$ cat config.mk
export PLATFORM = sky130hd
export DESIGN_NAME = tgw_queue
export DESIGN_NICKNAME = d
export VERILOG_FILES = /design/src/rtl/tgw_queue.sv
export VERILOG_INCLUDE_DIRS = /design/src /design/src/rtl
export SDC_FILE = /design/constraint.sdc
export NUM_CORES = 1
export LEC_CHECK = 0
export BUFFER_PORTS_ARGS = -buffer_cell sky130_fd_sc_hd__buf_2
export CAP_MARGIN = 20
export CORE_AREA = 2 2 63 65
export DETAILED_ROUTE_END_ITERATION = 16
export DIE_AREA = 0 0 65 67
export PLACE_DENSITY_LB_ADDON = 0.05
export SYNTH_ARGS = -nofsm -noshare
export SYNTH_HDL_FRONTEND = slang
export SYNTH_SLANG_ARGS = --single-unit
export TNS_END_PERCENT = 10
$ cat constraint.sdc
create_clock -name i_clk -period 1.93 [get_ports i_clk]
set_input_delay 0.4825 -clock i_clk [delete_from_list [all_inputs] [get_ports i_clk]]
set_output_delay 0.4825 -clock i_clk [all_outputs]
set_load 0.01 [all_outputs]
$ cat src/rtl/transition_gradient_window_assert.svh
// Assertion macros shared by the transition gradient window RTL.
// Users must have i_clk and i_rst_n in scope; no other dependencies.
`ifndef TRANSITION_GRADIENT_WINDOW_ASSERT_SVH
`define TRANSITION_GRADIENT_WINDOW_ASSERT_SVH

// Property checked at every clock edge outside reset.
`define TGW_ASSERT(lbl, prop, msg) \
    lbl: assert property (@(posedge i_clk) disable iff (!i_rst_n) (prop)) else $error(msg);

// Condition that must never be seen outside reset.
`define TGW_ASSERT_NEVER(lbl, cond, msg) \
    `TGW_ASSERT(lbl, !(cond), msg)

`endif

$ cat src/rtl/tgw_queue.sv
// Small register FIFO used between the front and back parts and at the output.
// Depends on transition_gradient_window_assert.svh; DEPTH must be a power of two.
`default_nettype none
`include "transition_gradient_window_assert.svh"

module tgw_queue #(
    parameter int WIDTH = 8,
    parameter int DEPTH = 4
) (
    input  wire logic                         i_clk,
    input  wire logic                         i_rst_n,
    input  wire logic                         i_push,
    input  wire logic [WIDTH-1:0]             i_data,
    input  wire logic                         i_pop,
    output logic      [WIDTH-1:0]             o_data,
    output logic                              o_empty,
    output logic      [$clog2(DEPTH+1)-1:0]   o_count
);

    localparam int PW   = $clog2(DEPTH);
    localparam int CNTW = $clog2(DEPTH + 1);

    logic [WIDTH-1:0] r_mem [DEPTH];
    logic [PW-1:0]    r_wr, n_wr;
    logic [PW-1:0]    r_rd, n_rd;
    logic [CNTW-1:0]  r_count, n_count;

    always_comb begin
        n_wr    = i_push ? r_wr + PW'(1) : r_wr;
        n_rd    = i_pop  ? r_rd + PW'(1) : r_rd;
        n_count = r_count;
        if (i_push && !i_pop) begin
            n_count = r_count + CNTW'(1);
        end else if (!i_push && i_pop) begin
            n_count = r_count - CNTW'(1);
        end
    end

    always_ff @(posedge i_clk) begin
        if (!i_rst_n) begin
            r_wr    <= '0;
            r_rd    <= '0;
            r_count <= '0;
        end else begin
            r_wr    <= n_wr;
            r_rd    <= n_rd;
            r_count <= n_count;
        end
    end

    always_ff @(posedge i_clk) begin
        if (i_push) begin
            r_mem[r_wr] <= i_data;
        end
    end

    assign o_data  = r_mem[r_rd];
    assign o_empty = (r_count == '0);
    assign o_count = r_count;

    `TGW_ASSERT_NEVER(a_no_overflow, i_push && !i_pop && (r_count == CNTW'(DEPTH)), "queue overflow")
    `TGW_ASSERT_NEVER(a_no_underflow, i_pop && (r_count == '0), "queue underflow")
    `TGW_ASSERT(a_count_up, (i_push && !i_pop) |=> (r_count == $past(r_count) + CNTW'(1)), "count lost a push")

endmodule

`default_nettype wire

==> metrics list <==
* Wire length of the first global-routing pass: 3.73 mm
- Area of the multi-input gates: 423 sq um
- Min Tclk post-route: 1.91 ns
* CTS max path bufs: 2
- Power per Cell Area: 1010 nW/um^2
- Overall power of the completed layout: 1.93 mW
- Area grow syn2layout: 20.1%
* Placed wire-length estimate: 1.60 mm
* TritonCTS clock tree: built
* All-Layer GR Usage: 12.4%
* Post-detailed-routing wire length: 2.25 mm
- Once the clock tree was built, the setup fixing pass inserted 0 buffers.
* Worst hold path class: input pin to register
- CP startpoint kind: register
* Worst Max-Slew Pin Slew: 0.428 ns
- Max-Slew Margin vs Limit: 71.5%
* Biggest area consumer among synthesized cells: sky130_fd_sc_hd__edfxtp_1
- Initial Utilization: 44.2%
- Among all flip-flop cells after synthesis, the most frequent one is sky130_fd_sc_hd__edfxtp_1.
- Entering global routing, the biggest net connects 13 pins.
- Pre-CTS WS: 0.0102 ns
* Fraction of post-synthesis cell area in the top cell type by area: 60.2%
- Count of hold-fix buffers inserted at cts: 0
* Number of library cell types mapped by synthesis: 18
* Top area cells in the synthesized netlist: sky130_fd_sc_hd__edfxtp_1, sky130_fd_sc_hd__dfxtp_1, sky130_fd_sc_hd__mux4_2
- Clk root buf: sky130_fd_sc_hd__clkbuf_8
* Arr. time, crit path: 1.42 ns
- Fraction of final layout cells sized beyond drive strength 1: 35.3%
- The tree built by TritonCTS fans out to 41 sinks.
* Vias per cell: 4.73
- Post-route ant nets: 0
* Area taken by flip-flops and latches: 1140 sq um
* Number of core rows: 22
- Final global-route overflow total: 0
* Flip-flop and latch count after synthesis: 41
* Worst EP required: 1.45 ns
- For this block, the initial DRC count from the detailed router was 14.
- Summing over every cut layer, the via total after detailed routing is 775.
- Final setup viols: 0
- Avg Inst Size Synth: 19.0 sq um
- H-tree level count: 2
* Placeable Area: 3610 sq um
- The floorplan step defined a die boundary enclosing 4360 sq um.
* Initial antenna violation count: 0
- The layout has 316 filler cells.
- Clock skew after layout: 0.00342 ns
- The number of global-route vias before repair is 844.
* Fraction of the yosys area taken by sequential cells: 71.5%
* Final nets: 133
- During placement, the flow inserted port buffers numbering 23.
* Post-route clock period utilization: 98.8%
* Maximum resistive drop on vdd: 492 uV
- Critical Path Sink Type: output pin
- Summed over all cells, the static leakage comes to 0.710 nW.
- Run status: finished, final reports clean
- Clock-pin slew was measured on the worst setup and hold paths at 0.07 ns.
* Flop2flop setup slack: 0.44 ns
- The die is 65 um wide.
- In this run the worst path has a maximum fanout of 8.
- Diode insertion count for antenna repair: 0
* Final core utilization: 53.1%
- Across the run, the number of max-cap violations was 0.
* Number of buffers created by CTS: 5
- Max frequency: 524 MHz
* Pre-antenna DRT Iters: 4
* Number of flops mapped to enable cells by yosys: 32
- Syn Inst Count: 84
* Gp weighted congestion: 0.648
- Placed cell areas: 1790 sq um
- The number of placed instances, taps included, is 156.
- The cell area that synthesis handed to floorplanning was 1600 sq um.
* Total count of max-transition violations in the final report: 0
* Most repeated cell in the gate-level netlist after synthesis: sky130_fd_sc_hd__edfxtp_1
- The hold violation total from the final report was 0.
- Setup slack closes at 0.0233 ns.
- Ports: 24
* Post-route cell area: 1920 sq um
- The number of nets in the synthesized netlist is 102.
- After detailed routing, the average wire length per cell comes to 13.7 um.
- Latest clock arrival within the worst-skew pair: 0.28 ns
- Type of the worst setup path: register to output pin
* Most used standard cells in the synthesized netlist: sky130_fd_sc_hd__edfxtp_1, sky130_fd_sc_hd__and2_1, sky130_fd_sc_hd__dfxtp_1
- For this run, design rule violations remaining after detail routing come to 0.
* Vertical extent of the die: 67 um
* RSZ-0062 raised after global routing: true
- YS warnings: 0
- Cell Count, Final, Fillers Out: 164
- For this run, asynchronously set or reset flops after synthesis account for 0%.
## state kept, by name (all words and copies together) (netlist names), named ones only
name     flops
r_rd         2
r_mem       32
o_count      3
r_wr         2
## area by class of cell
cell class / instances / area share (%)
flip-flops and latches: 41 / 59.6
repair buffers: 26 / 8.82
multi-input cells: 37 / 22.1
inverters: 4 / 0.784
well taps: 48 / 3.14
clock inverters: 2 / 1.76
clock buffers: 6 / 3.79
## worst paths after layout
path,from,to,cells after the start
worst max-delay path,register,o_data[0],3
worst min-delay path,i_data[2],r_mem[3][2],1
worst max register to register,o_count[0],o_count[2],4
worst min register to register,o_count[2],o_count[2],2
## per-layer routing
layer	track usage [%]	vias to the layer above	share of wire, %
met3	3.04	5	4.6
met5	0	-	0
met2	22.0	19	51
met1	13.4	376	42
met4	7.18	0	2.1
li1	-	375	-
## critical path, stage by stage (launching register included)
cell	delay (ns)
sky130_fd_sc_hd__dfxtp_2	0.34
sky130_fd_sc_hd__buf_12	0.14
sky130_fd_sc_hd__mux4_2	0.52
sky130_fd_sc_hd__buf_6	0.14
## metrics by stage
stage	TNS (ns)	hold slack (ns)
global placement	0	0.486
floorplan	0	0.513
detailed placement	0	0.507
global route	-0.0735	0.408
CTS	0	0.403
finish	0	0.413
## placed cells by master (no fill, tap or decap), types with 2 or more instances in the layout
cell | netlist | final
sky130_fd_sc_hd__nor2b_1 | 2 | 2
sky130_fd_sc_hd__mux4_2 | 8 | 8
sky130_fd_sc_hd__dfxtp_1 | 9 | 8
sky130_fd_sc_hd__clkbuf_8 | 0 | 5
sky130_fd_sc_hd__buf_2 | 0 | 20
sky130_fd_sc_hd__inv_1 | 4 | 4
sky130_fd_sc_hd__xnor2_1 | 2 | 2
sky130_fd_sc_hd__buf_6 | 1 | 3
sky130_fd_sc_hd__buf_4 | 0 | 2
sky130_fd_sc_hd__ha_1 | 5 | 5
sky130_fd_sc_hd__edfxtp_1 | 32 | 32
sky130_fd_sc_hd__mux2i_1 | 2 | 2
sky130_fd_sc_hd__xor2_1 | 3 | 3
sky130_fd_sc_hd__and2_1 | 9 | 9
## power by group
part,internal (mW),total [mW],leakage [nW],switching (mW)
sequential,1.01,1.04,0.369,0.0330
clock,0.381,0.642,0.0528,0.261
combinational,0.136,0.249,0.289,0.113
total,1.53,1.93,0.710,0.407
## what timing repair did
action                                  4_1_cts  5_1_grt
gates resized for setup                       1        3
cloned                                        0        0
endpoints found under the setup margin        5        7
## cell families after synthesis
group | synth area share (%)
compound gates | 0.784
xor+xnor | 2.75
fa+ha+maj | 5.18
buf+inv | 1.96
simple gates | 5.25
mux | 12.5
flops | 71.5
No activity file was read; power rests on OpenSTA's default activity.
