[src/rtl/transition_gradient_window_assert.svh]
// Assertion macros shared by the transition gradient window RTL.
// Users must have i_clk and i_rst_n in scope; no other dependencies.
`ifndef TRANSITION_GRADIENT_WINDOW_ASSERT_SVH
`define TRANSITION_GRADIENT_WINDOW_ASSERT_SVH

// Property checked at every clock edge outside reset.
`define TGW_ASSERT(lbl, prop, msg) \
    lbl: assert property (@(posedge i_clk) disable iff (!i_rst_n) (prop)) else $error(msg);

// Condition that must never be seen outside reset.
`define TGW_ASSERT_NEVER(lbl, cond, msg) \
    `TGW_ASSERT(lbl, !(cond), msg)

`endif

[src/rtl/tgw_pkg.sv]
// Package for the transition gradient window: item types, config struct and constants.
// No dependencies; imported by the top, front and back modules of the block.
`default_nettype none

package tgw_pkg;

    localparam int PIX_W       = 8;
    localparam int ROW_W       = 16;
    localparam int COL_OUT_W   = 11;
    localparam int NB_N        = 8;
    localparam int WIN_N       = 9;
    localparam int CENTER      = 4;
    localparam int QUEUE_DEPTH = 4;
    localparam int QCNT_W      = $clog2(QUEUE_DEPTH + 1);

    typedef logic [PIX_W-1:0] t_pix;
    typedef t_pix [WIN_N-1:0] t_win;

    // Neighbor scan order as window positions: UL, U, UR, L, R, LL, D, LR.
    localparam logic [3:0] NB_ORDER [NB_N] = '{4'd0, 4'd1, 4'd2, 4'd3,
                                               4'd5, 4'd6, 4'd7, 4'd8};

    typedef enum logic [1:0] {
        CFG_IMAGE_WIDTH    = 2'd0,
        CFG_IMAGE_HEIGHT   = 2'd1,
        CFG_NEIGHBOR_COUNT = 2'd2,
        CFG_STEP_LIMIT     = 2'd3
    } t_cfg_idx;

    // Configuration after clamping to the meaningful ranges.
    typedef struct packed {
        logic [11:0]      col_last;
        logic [ROW_W-1:0] row_last;
        logic [3:0]       nb_count;
        logic [7:0]       step_limit;
    } t_cfg;

    typedef struct packed {
        t_win                 win;
        logic [ROW_W-1:0]     row;
        logic [COL_OUT_W-1:0] col;
        logic                 last;
    } t_mid_item;

    typedef struct packed {
        t_pix                 gradient;
        logic [ROW_W-1:0]     row;
        logic [COL_OUT_W-1:0] col;
        logic                 last;
    } t_out_item;

endpackage

`default_nettype wire

[src/rtl/tgw_back.sv]
// Back part: per-neighbor classification against the center, then the
// low/high reduction and the gradient. Depends on tgw_pkg.
`default_nettype none

module tgw_back
    import tgw_pkg::*;
(
    input  wire logic              i_clk,
    input  wire logic              i_rst_n,
    input  wire t_cfg              i_cfg,
    input  wire logic              i_q_empty,
    input  wire t_mid_item         i_item,
    input  wire logic [QCNT_W-1:0] i_oq_count,
    output logic                   o_q_pop,
    output logic                   o_push,
    output t_out_item              o_item
);

    typedef struct packed {
        logic v;
        t_pix x;
    } t_cand;

    logic            r_b1_v;
    t_mid_item       r_b1_item;
    logic [NB_N-1:0] r_lo_ok, r_hi_ok;
    logic [NB_N-1:0] lo_ok, hi_ok;

    t_cand lo1 [4];
    t_cand hi1 [4];
    t_cand lo2 [2];
    t_cand hi2 [2];
    t_cand lo3, hi3;

    function automatic t_cand pick_low(t_cand a, t_cand b);
        t_cand r;
        if (a.v && b.v) begin
            r = (a.x > b.x) ? a : b;
        end else begin
            r = a.v ? a : b;
        end
        return r;
    endfunction

    function automatic t_cand pick_high(t_cand a, t_cand b);
        t_cand r;
        if (a.v && b.v) begin
            r = (a.x < b.x) ? a : b;
        end else begin
            r = a.v ? a : b;
        end
        return r;
    endfunction

    assign o_q_pop = !i_q_empty && ((int'(i_oq_count) + int'(r_b1_v)) < QUEUE_DEPTH);

    always_comb begin
        t_pix ctr;
        t_pix v;
        logic en;
        ctr = i_item.win[CENTER];
        for (int i = 0; i < NB_N; i++) begin
            v        = i_item.win[NB_ORDER[i]];
            en       = i < int'(i_cfg.nb_count);
            lo_ok[i] = en && (v < ctr) && ((ctr - v) <= i_cfg.step_limit);
            hi_ok[i] = en && (v > ctr) && ((v - ctr) <= i_cfg.step_limit);
        end
    end

    always_ff @(posedge i_clk) begin
        if (!i_rst_n) begin
            r_b1_v <= 1'b0;
        end else begin
            r_b1_v <= o_q_pop;
        end
    end

    always_ff @(posedge i_clk) begin
        if (o_q_pop) begin
            r_b1_item <= i_item;
            r_lo_ok   <= lo_ok;
            r_hi_ok   <= hi_ok;
        end
    end

    // Three-level tree over the eight candidates.
    always_comb begin
        t_cand la, lb, ha, hb;
        for (int i = 0; i < 4; i++) begin
            la     = '{v: r_lo_ok[2*i],     x: r_b1_item.win[NB_ORDER[2*i]]};
            lb     = '{v: r_lo_ok[2*i + 1], x: r_b1_item.win[NB_ORDER[2*i + 1]]};
            ha     = '{v: r_hi_ok[2*i],     x: r_b1_item.win[NB_ORDER[2*i]]};
            hb     = '{v: r_hi_ok[2*i + 1], x: r_b1_item.win[NB_ORDER[2*i + 1]]};
            lo1[i] = pick_low(la, lb);
            hi1[i] = pick_high(ha, hb);
        end
        for (int i = 0; i < 2; i++) begin
            lo2[i] = pick_low(lo1[2*i], lo1[2*i + 1]);
            hi2[i] = pick_high(hi1[2*i], hi1[2*i + 1]);
        end
        lo3 = pick_low(lo2[0], lo2[1]);
        hi3 = pick_high(hi2[0], hi2[1]);
    end

    assign o_push          = r_b1_v;
    assign o_item.gradient = (lo3.v && hi3.v) ? hi3.x - lo3.x : t_pix'(8'hFF);
    assign o_item.row      = r_b1_item.row;
    assign o_item.col      = r_b1_item.col;
    assign o_item.last     = r_b1_item.last;

endmodule

`default_nettype wire
[config.mk]
export PLATFORM = sky130hd
export DESIGN_NAME = tgw_back
export DESIGN_NICKNAME = d
export VERILOG_FILES = /design/src/rtl/transition_gradient_window_assert.svh /design/src/rtl/tgw_pkg.sv /design/src/rtl/tgw_back.sv
export SDC_FILE = /design/constraint.sdc
export NUM_CORES = 1
export LEC_CHECK = 0
export BUFFER_PORTS_ARGS = -buffer_cell sky130_fd_sc_hd__buf_2
export CAP_MARGIN = 10
export CORE_MARGIN = 2
export CORE_UTILIZATION = 61
export DETAILED_ROUTE_END_ITERATION = 8
export PLACE_DENSITY = 0.83
export SYNTH_ARGS = -nofsm -noshare
export SYNTH_HDL_FRONTEND = slang
export SYNTH_SLANG_ARGS = --single-unit
[constraint.sdc]
create_clock -name i_clk -period 13.5 [get_ports i_clk]
set_input_delay 1.35 -clock i_clk [delete_from_list [all_inputs] [get_ports i_clk]]
set_output_delay 1.35 -clock i_clk [all_outputs]
set_load 0.05 [all_outputs]
==> metrics.yaml <==
worst_hold_path_type: "register to register"
startpoint_type: "register"
max_stage_delay_ns: 0.80
drt-total-wl_mm: 41.2
seq_area_sq_um: 3260
die_h_microns: 160
n_antenna_cell: 0
critPathKind: "register to output port"
fillers: 1936
die_area_sq_um: 25500
synth_warnings: 0
endpoint_kind: "output port"
synth-seq-cells: 109
grt_pass1_wl_mm: 64.7
cp_data_arrival_time_ns: 8.99
portBuffers: 155
coreArea_sq_um: 24100
cts.sinks: 109
syn_inst: 1615
synth_common_cells: "ha_1, inv_1, a21oi_1"
sw_frac_of_total: 0.463
syn_area_per_cell_sq_um: 9.17
yosys.area.top_type: "ha_1"
dr_total_vias: 12700
max_freq_mhz: 96.7
syn_to_final_growth_pct: 7.72
cp_common_cell: "a21oi_1"
post-synth-top-count-cell: "ha_1"
p_comb_frac: 0.606
worst_pin_slew_ns: 1.02
p_clk_frac: 0.156
synth_edf_count: 108
synth_nets: 2100
fin_skew_ns: 0.00548
cap_violations: 0
period_share: 0.766
setup_viol: 0
synth_cell_types: 76
first_pass_iters: 6
seq_power_share: 0.237
hold_viol: 0
clock-root-buffer: "clkbuf_16"
cts_resized: 0
syn_area_sq_um: 14800
numCtsBuffers: 9
p_leak_nw: 7.88
cts_tree: "done"
internal-power_mw: 0.921
cts_setup_buffers: 0
clkTransAtPathRegs_ns: 0.08
postCtsHoldBufs: 0
yosys_most_used_dff: "edfxtp_1"
multi_input_area_sq_um: 10400
drt-initial-drc-count: 1130
grt_antenna_before_repair: 0
worstPathRequired_ns: 12.15
row_count: 57
drc: 0
ctsHtreeMaxLevel: 3
grt_max_degree: 77
worst-path-max-fanout: 15
gp_congestion: 0.927
rsz0062_at_grt: "no"
synth.top_cells.by_area: "ha_1, edfxtp_1, a21oi_1, inv_1, mux2i_1"
p_per_area_nw_per_um2: 107
tns_ns: 0
seq_area_frac_synth: 0.220
io_pins: 184
vias_per_cell: 6.22
worstSkewPairLatency_ns: 0.37
grt_pass1_vias: 12500
vdd_ir_drop_max_v: 0.000373
cts_buffer_depth: 2
groute.usage.overall: 0.321
layout-drive-gt1-share: 0.130
critPathSlowestCell: "o21ai_1"
dp_hpwl_mm: 32.2
ant_nets: 0
final_util: 0.662
fin_nets: 2201
slew_headroom: 0.317
switchingPower_mw: 0.793
min_period_ns: 10.34
grt_overflow: 0
initial_utilization: 0.614
async_flop_share: 0
slew_violations: 0
die_x_microns: 160
status: "finished, final reports clean"
synth_top_area_share: 0.272
wl_per_cell_microns: 20.1
==> final cells by class <==
| cell class | instances | share of cell area |
|---|---|---|
| timing repair buffer | 161 | 0.0515 |
| clock inverter | 7 | 0.00494 |
| sequential | 109 | 0.205 |
| multi-input combinational | 1232 | 0.652 |
| tap | 324 | 0.0254 |
| inverter | 203 | 0.0478 |
| clock buffer | 9 | 0.0141 |
==> cell families after synthesis <==
| group | Yosys count | share of synthesized area |
|---|---|---|
| AO/OA/AOI/OAI | 409 | 0.179 |
| adder cells (fa/ha/maj) | 339 | 0.295 |
| AND/OR/NAND/NOR | 293 | 0.103 |
| buffers and inverters | 274 | 0.0788 |
| flip-flops | 109 | 0.220 |
| XOR/XNOR | 102 | 0.0603 |
| multiplexers | 89 | 0.0627 |
==> worst paths after layout <==
kind | startpoint | end | slack, ns | cells past startpoint
max | r_b1_item[29] | o_item[35] | 3.16 | 34
min | o_push | o_item[5] | 0.95 | 2
max reg2reg | o_push | r_b1_item[59] | 11.18 | 3
min reg2reg | o_push | o_item[5] | 0.95 | 2
==> power groups by stage <==
| stage | Clock, mW | Sequential, mW | Combinational (mW) |
|---|---|---|---|
| after floorplan | 0 | 0.414 | 0.794 |
| after global placement | 0 | 0.413 | 0.983 |
| after detailed placement | 0 | 0.414 | 1.02 |
| after CTS | 0.270 | 0.406 | 1.03 |
| after global routing | 0.283 | 0.408 | 1.15 |
| final | 0.268 | 0.407 | 1.04 |
==> cells in the final DEF (no fill, tap or decap), types with 50 or more instances in the layout <==
cell type,count
inv_1,202
nor2_1,77
xnor2_1,69
mux2i_1,68
edfxtp_1,108
a21oi_1,158
nand2_1,50
buf_2,155
o21ai_0,59
a21o_1,56
ha_1,322
==> through the flow <==
| stage | total power [mW] | area (sq um) | instances | setup WS, ns | hold WS [ns] |
|---|---|---|---|---|---|
| 2_1_floorplan | 1.21 | 14800 | 1615 | 0.952 | 1.45 |
| 3_3_place_gp | 1.40 | 15600 | 2029 | 3.88 | 0.934 |
| 3_5_place_dp | 1.43 | 15600 | 2029 | 3.61 | 0.944 |
| 4_1_cts | 1.70 | 15900 | 2045 | 3.19 | 0.963 |
| 5_1_grt | 1.84 | 15900 | 2045 | 2.57 | 0.993 |
| 6_report | 1.71 | 15900 | 2045 | 3.16 | 0.950 |
==> critical path: cells and delay by family (launching register included) <==
kind | cells | cell delay [ns]
compound gates | 16 | 3.77
simple gates | 7 | 1.48
fa+ha+maj | 4 | 1.16
mux | 3 | 1.14
flops | 1 | 0.47
xor+xnor | 2 | 0.31
buf+inv | 2 | 0.29
==> state kept, by name, summed over array words and instances, names as in the netlist <==
name       cells
o_push         1
r_lo_ok        8
r_b1_item     64
r_hi_ok        8
o_item        28
==> metal layers <==
metal,up-vias,wire length [microns],GRT usage
li1,5968,-,-
met1,6011,17500,0.433
met2,604,18500,0.516
met3,127,3370,0.0395
met4,0,1790,0.145
met5,-,0,0
No activity file was read; power rests on OpenSTA's default activity.
